--- src/rtl/gha_pkg.sv ---
`default_nettype none

package gha_pkg;

    // Field widths fixed by the item formats
    localparam int MODE_W   = 2;
    localparam int INDEX_W  = 10;
    localparam int REV_W    = 8;
    localparam int STATUS_W = 2;
    localparam int COUNT_W  = 11;
    localparam int CFG_W    = 5;

    // Default sizes
    localparam int MAX_SLOTS_DEF  = 1024;
    localparam int MAX_STAGES_DEF = 16;

    // Highest revision; a handle at this revision is retired
    localparam logic [REV_W-1:0] REV_MAX = '1;

    // Operation codes
    localparam logic [MODE_W-1:0] MODE_ALLOC   = 2'd0;
    localparam logic [MODE_W-1:0] MODE_RELEASE = 2'd1;
    localparam logic [MODE_W-1:0] MODE_TICK    = 2'd2;

    // Status codes
    localparam logic [STATUS_W-1:0] ST_OK        = 2'd0;
    localparam logic [STATUS_W-1:0] ST_NO_SLOT   = 2'd1;
    localparam logic [STATUS_W-1:0] ST_DROPPED   = 2'd2;
    localparam logic [STATUS_W-1:0] ST_PEND_FULL = 2'd3;

    typedef struct packed {
        logic [MODE_W-1:0]  mode;
        logic [INDEX_W-1:0] handle_index;
        logic [REV_W-1:0]   handle_revision;
    } t_in;

    typedef struct packed {
        logic [STATUS_W-1:0] status;
        logic [INDEX_W-1:0]  out_index;
        logic [REV_W-1:0]    out_revision;
        logic [COUNT_W-1:0]  free_count;
    } t_out;

    // One handle as kept in the ring store
    typedef struct packed {
        logic [INDEX_W-1:0] index;
        logic [REV_W-1:0]   revision;
    } t_handle;

    // Controller to datapath commands
    typedef struct packed {
        logic capture;   // latch input item, read ring head
        logic exec;      // apply the item, load the result register
        logic cfg_write; // take the delay register
    } t_dp_cmd;

endpackage

`default_nettype wire

--- src/rtl/gha_ctrl.sv ---
`default_nettype none

module gha_ctrl (
    input  wire logic            i_clk,
    input  wire logic            i_rst_n,
    input  wire logic            i_valid,
    output logic                 o_ready,
    output logic                 o_valid,
    input  wire logic            i_ready,
    input  wire logic            i_cfg_valid,
    output logic                 o_cfg_ready,
    output gha_pkg::t_dp_cmd     o_cmd
);

    typedef enum logic {
        S_IDLE,
        S_EXEC
    } t_state;

    t_state r_state, n_state;
    logic   r_out_valid, n_out_valid;
    logic   out_free;

    // Result register can take a new result this cycle
    assign out_free = !r_out_valid || i_ready;

    // Config writes only between items; config wins over a new item
    assign o_cfg_ready = (r_state == S_IDLE);
    assign o_ready     = (r_state == S_IDLE) && !i_cfg_valid;
    assign o_valid     = r_out_valid;

    always_comb begin
        n_state       = r_state;
        n_out_valid   = r_out_valid;
        o_cmd         = '0;
        o_cmd.cfg_write = i_cfg_valid && o_cfg_ready;
        // drop the result once transferred
        if (r_out_valid && i_ready) begin
            n_out_valid = 1'b0;
        end
        case (r_state)
            S_IDLE: begin
                if (i_valid && o_ready) begin
                    o_cmd.capture = 1'b1;
                    n_state       = S_EXEC;
                end
            end
            S_EXEC: begin
                // hold the item until the result register is free
                if (out_free) begin
                    o_cmd.exec  = 1'b1;
                    n_out_valid = 1'b1;
                    n_state     = S_IDLE;
                end
            end
            default: begin
                n_state = S_IDLE;
            end
        endcase
    end

    always_ff @(posedge i_clk) begin
        if (!i_rst_n) begin
            r_state     <= S_IDLE;
            r_out_valid <= 1'b0;
        end else begin
            r_state     <= n_state;
            r_out_valid <= n_out_valid;
        end
    end

endmodule

`default_nettype wire

--- config.mk ---
export PLATFORM = sky130hd
export DESIGN_NAME = gha_ctrl
export DESIGN_NICKNAME = d
export VERILOG_FILES = /design/src/rtl/gha_pkg.sv /design/src/rtl/gha_ctrl.sv
export SDC_FILE = /design/constraint.sdc
export NUM_CORES = 1
export LEC_CHECK = 0
export ABC_AREA = 1
export BUFFER_PORTS_ARGS = -buffer_cell sky130_fd_sc_hd__buf_2
export CAP_MARGIN = 20
export CORE_AREA = 2 2 39 41
export DETAILED_ROUTE_END_ITERATION = 8
export DIE_AREA = 0 0 41 43
export GPL_TIMING_DRIVEN = 0
export SYNTH_ARGS = -nofsm -noshare
export SYNTH_HDL_FRONTEND = slang
export SYNTH_SLANG_ARGS = --single-unit
--- constraint.sdc ---
create_clock -name i_clk -period 0.8 [get_ports i_clk]
set_input_delay 0 -clock i_clk [delete_from_list [all_inputs] [get_ports i_clk]]
set_output_delay 0 -clock i_clk [all_outputs]
set_load 0.01 [all_outputs]
==> flow_metrics.py, run 1 <==
metrics = {
    "outcome": {
        "status": "complete, but fails checks",
        "violations": "negative setup slack",
    },
    "routing": {
        "postRouteAntennaNets": 0,
        "vias": 140,
        "post_drt_wl_per_cell_microns": 6.38,
        "vias_per_cell": 3.11,
        "drt_iter0_drc": 0,
        "drc": 0,
        "dr.pass1.iters": 1,
        "totalWireLength_microns": 287,
    },
    "worst_setup_path": {
        "start_kind": "flop",
        "worst_ep_arrival_time_ps": 870,
        "cp-startpoint": "r_state",
        "slowest_stage": "dfxtp_4",
        "r2r_slack_ps": 10,
        "slowest_delay_ps": 360,
        "path_max_fanout": 4,
        "worstPathRequired_ps": 800,
        "rr_endpoint": "r_state",
        "path_class": "reg -> out",
        "r2r_start": "r_state",
        "crit_path_end": "o_cmd[1]",
        "path_cells": "inv_1, a21oi_2, buf_2",
        "end_kind": "primary output",
        "reg2regPathDepth": 4,
    },
    "layout": {
        "insertedDiodeCount": 0,
        "syn2layout_area_growth_pct": 110,
        "final_cell_mix": "10 x buf_2, 5 x inv_1, 3 x clkbuf_4",
        "layout_commonest_cell": "buf_2",
        "nFillCells": 154,
        "drive_gt1_share_pct": 65.5,
        "layout.nets": 36,
    },
    "synth": {
        "syn_nets": 20,
        "synthesis.area_sq_um": 103,
        "ys_warn_count": 0,
        "synth_cell_type_count": 9,
        "avgSynthCellArea_sq_um": 6.84,
        "ys_ff_latch": 2,
        "synth-seq-area-share_pct": 39.0,
        "synth_cells": 15,
    },
    "sta": {
        "finalWorstSetupSlack_ps": -68.6,
        "min_period_over_period_pct": 109,
        "min_period_ps": 869,
        "max_freq_mhz": 1150,
        "worst_pin_slew_ps": 132,
        "hold_viol_final": 0,
        "hold_slack_ps": 30.2,
        "finalClockSkew_ps": 4.27,
        "rsz0062_at_grt": "yes",
        "finalSetupTns_ps": -136,
        "drv_slew": 0,
        "setup_viol_count_final": 3,
        "relSlewSlack_pct": 91.2,
    },
    "clocking": {
        "cts_max_path_buffers": 2,
        "cts_buffers": 3,
        "path_clk_slew_ps": 30,
        "worst_skew_pair.late_latency_ps": 220,
        "htreeDepth": 1,
        "clock-sinks": 2,
        "tritoncts": "yes",
        "clockRootBuffer": "clkbuf_4",
    },
    "placed_design": {
        "routabilityCongestion": 0.424,
        "numPortBuffers": 10,
    },
    "hold_path": {
        "worstHoldPathCells": 3,
        "min_from": "i_rst_n",
        "hold_class": "in -> reg",
    },
    "floorplan": {
        "die_area_sq_um": 1760,
        "die_w_microns": 41,
        "ioPinCount": 11,
        "fp.dieH_microns": 43,
        "num_rows": 14,
        "initial_core_util_pct": 7.41,
        "design.core.area_sq_um": 1380,
    },
    "grt": {
        "grt_max_degree": 5,
        "grt_pass1_vias": 110,
        "grt_first_pass_wirelength_microns": 400,
        "overflow": 0,
        "grt_use_total_pct": 4.70,
        "grt_antenna_before_repair": 0,
    },
    "flow_run": {
        "cap_violations": 0,
    },
    "power": {
        "ir_drop_v": 0.000363,
        "power_leakage_nw": 0.116,
        "p_per_area_nw_per_um2": 1830,
    },
}
==> flip-flops by register name, indices dropped and copies added, names as in the netlist <==
name / count
o_valid: 1
r_state: 1
==> cells by family after synthesis <==
family	share of synthesized area, %
simple gates	24.4
flops	39.0
buf+inv	18.3
compound gates	18.3
==> Yosys cell counts (all sizes together) <==
library cell	instances	share of area, %
a21oi	3	18
nand3	1	4.9
nand2	2	9.8
nor2	2	9.8
dfxtp	2	39
inv	5	18
==> layout make-up <==
type / count / area, sq um / area share [%]
clock buffers: 3 / 22.5 / 10.5
multi-input cells: 8 / 52.6 / 24.4
well taps: 16 / 20.0 / 9.30
inverters: 5 / 18.8 / 8.72
flip-flops and latches: 2 / 43.8 / 20.3
repair buffers: 11 / 57.6 / 26.7
==> worst min path at each step <==
stage | to | slack, ps
after detailed placement | r_state | 260
after global routing | r_state | 40
after CTS | r_state | 20
final | r_state | 30
after global placement | r_state | 250
after floorplan | o_ready | 30
==> repair_timing <==
item	CTS	global route
pin swaps	2	1
buffers inserted	1	0
hold buffers	0	0
setup endpoints to repair	5	5
resized for setup	1	3
gates cloned	0	0
==> metal layers <==
metal / share of wire, % / up-vias / GRT usage, % / wire length, microns
met5: 0 / - / 0 / 0
met4: 0 / 0 / 4.00 / 0
met3: 14 / 0 / 9.42 / 39
met2: 47 / 6 / 5.00 / 134
met1: 40 / 59 / 2.23 / 114
li1: - / 75 / - / -
==> worst max-delay path: cells and delay by family (launching register included) <==
kind,cells,cell delay [ps]
AOI/OAI and AO/OA,1,90
buffers and inverters,2,200
DFF,1,360
==> per-stage QoR <==
step | utilization (%) | cell area [sq um] | std cells | power (mW) | worst slack (ps)
floorplan | - | 103 | 15 | 0.137 | 62.1
global placement | 12.5 | 173 | 41 | 0.164 | 100
detailed placement | 12.5 | 173 | 41 | 0.165 | 91.0
CTS | 14.7 | 204 | 45 | 0.409 | -87.4
global route | 15.6 | 215 | 45 | 0.427 | -130
finish | 15.6 | 215 | 45 | 0.393 | -68.6
==> report_power, final <==
group	internal, mW	leakage, nW	switching [mW]
Combinational	0.0304	0.0849	0.0318
Clock	0.165	0.0138	0.0573
Sequential	0.103	0.0171	0.00521
(Power assumes the default switching activity.)
==> inputs of run 2 (changes only) <==
Settings changed: SKIP_CTS_REPAIR_TIMING from default to 1.
==> run 2 against run 1 <==
- the run still ends with negative setup slack left
- non-clock buffer count did not move
- via count did not move
- sequential power barely moved
- register-to-register slack barely moved
- die area did not move
- critical path depth rose by 1
- design area did not move
==> flow_metrics.py, run 2 (same netlist as run 1, synthesis figures left out) <==
metrics = {
    "routing": {
        "drc": 0,
        "drt_iter0_drc": 0,
        "vias_per_cell": 3.11,
        "postRouteAntennaNets": 0,
        "totalWireLength_microns": 295,
        "post_drt_wl_per_cell_microns": 6.56,
        "dr.pass1.iters": 1,
        "vias": 140,
    },
    "power": {
        "p_int_mw": 0.299,
        "seqPwrFrac_pct": 27.6,
        "comb_power_share_pct": 15.9,
        "p_clk_share_pct": 56.6,
        "power_leakage_nw": 0.116,
        "switching_share_pct": 24.1,
        "ir_drop_v": 0.000364,
        "switchingPower_mw": 0.0948,
        "p_per_area_nw_per_um2": 1830,
    },
    "placed_design": {
        "numPortBuffers": 10,
        "routabilityCongestion": 0.424,
        "dp.cells": 41,
        "dpl_worst_slack_ps": 91.0,
    },
    "layout": {
        "layout_commonest_cell": "buf_2",
        "syn2layout_area_growth_pct": 110,
        "final_cell_mix": "10 x buf_2, 4 x inv_1, 3 x clkbuf_4",
        "drive_gt1_share_pct": 69.0,
        "layout.cells.non_filler": 45,
        "nFillCells": 154,
        "layout.nets": 36,
        "insertedDiodeCount": 0,
    },
    "sta": {
        "setup_viol_count_final": 2,
        "finalWorstSetupSlack_ps": -69.8,
        "finalClockSkew_ps": 4.27,
        "max_freq_mhz": 1150,
        "min_period_ps": 870,
        "relSlewSlack_pct": 91.2,
        "drv_slew": 0,
        "rsz0062_at_grt": "yes",
        "hold_viol_final": 0,
        "worst_pin_slew_ps": 132,
        "min_period_over_period_pct": 109,
    },
    "grt": {
        "overflow": 0,
        "grt_antenna_before_repair": 0,
        "grt_pass1_vias": 98,
        "grt_use_total_pct": 4.20,
        "grt_max_degree": 5,
        "grt_first_pass_wirelength_microns": 338,
    },
    "worst_setup_path": {
        "r2r_start": "r_state",
        "end_kind": "primary output",
        "worst_ep_arrival_time_ps": 870,
        "r2r_slack_ps": 0,
        "path_class": "reg -> out",
        "start_kind": "flop",
        "path_max_fanout": 4,
        "rr_endpoint": "r_state",
        "worstPathRequired_ps": 800,
        "reg2regPathDepth": 4,
    },
    "outcome": {
        "violations": "negative setup slack",
        "status": "complete, but fails checks",
    },
    "floorplan": {
        "fp.dieH_microns": 43,
        "die_w_microns": 41,
        "design.core.area_sq_um": 1380,
        "initial_core_util_pct": 7.41,
        "num_rows": 14,
        "die_area_sq_um": 1760,
        "ioPinCount": 11,
    },
    "clocking": {
        "tritoncts": "yes",
        "path_clk_slew_ps": 30,
        "clockRootBuffer": "clkbuf_4",
        "cts_max_path_buffers": 2,
        "htreeDepth": 1,
        "cts_buffers": 3,
        "worst_skew_pair.late_latency_ps": 220,
        "clock-sinks": 2,
    },
    "hold_path": {
        "hold_end": "r_state",
        "worstHoldPathCells": 3,
        "min_from": "i_rst_n",
        "hold_class": "in -> reg",
    },
    "flow_run": {
        "cap_violations": 0,
    },
}
run 2: cell count changes in the layout (fill, tap and decap cells not counted):
cell / previous run / this run
inv_1: 5 / 4
inv_2: 0 / 1
run 2: area by class of cell:
cell class	instances	area [sq um]	area share (%)
clock buffer	3	22.5	10.5
inverter	5	18.8	8.72
timing repair buffer	11	57.6	26.7
multi-input combinational	8	52.6	24.4
sequential	2	43.8	20.3
tap	16	20.0	9.30
run 2: worst max path at each step:
| stage | startpoint | to | slack (ps) | cells after the start |
|---|---|---|---|---|
| finish | r_state | o_cmd[2] | -70 | 4 |
| global route | r_state | o_cmd[2] | -130 | 4 |
| CTS | r_state | o_cmd[1] | -140 | 3 |
| detailed placement | r_state | r_state | 90 | 3 |
| global placement | r_state | r_state | 100 | 3 |
| floorplan | r_state | r_state | 60 | 3 |
run 2: metrics by stage:
stage	setup TNS [ps]	total power, mW	hold slack, ps	area (sq um)	util, %
2_1_floorplan	0	0.137	33.8	103	-
4_1_cts	-375	0.404	22.5	195	14.1
3_3_place_gp	0	0.164	254	173	12.5
5_1_grt	-300	0.427	36.0	215	15.6
3_5_place_dp	0	0.165	258	173	12.5
6_report	-116	0.394	30.0	215	15.6
run 2: power by group through the flow:
stage	Combinational (mW)	Sequential [mW]	Clock, mW
after floorplan	0.0264	0.111	0
after global placement	0.0539	0.110	0
after detailed placement	0.0547	0.110	0
after CTS	0.0548	0.109	0.240
after global routing	0.0697	0.109	0.249
final	0.0625	0.109	0.223
run 2: per-layer routing:
| metal | vias to the layer above | GRT usage (%) | wire length [microns] |
|---|---|---|---|
| li1 | 75 | - | - |
| met1 | 59 | 1.91 | 121 |
| met2 | 6 | 3.75 | 134 |
| met3 | 0 | 9.42 | 39 |
| met4 | 0 | 4.00 | 0 |
| met5 | - | 0 | 0 |
run 2: worst max-delay path, stage by stage, from the launching register on:
cell,delay (ps)
dfxtp_4,350
nor2_4,80
nand2_2,60
inv_1,40
buf_2,110
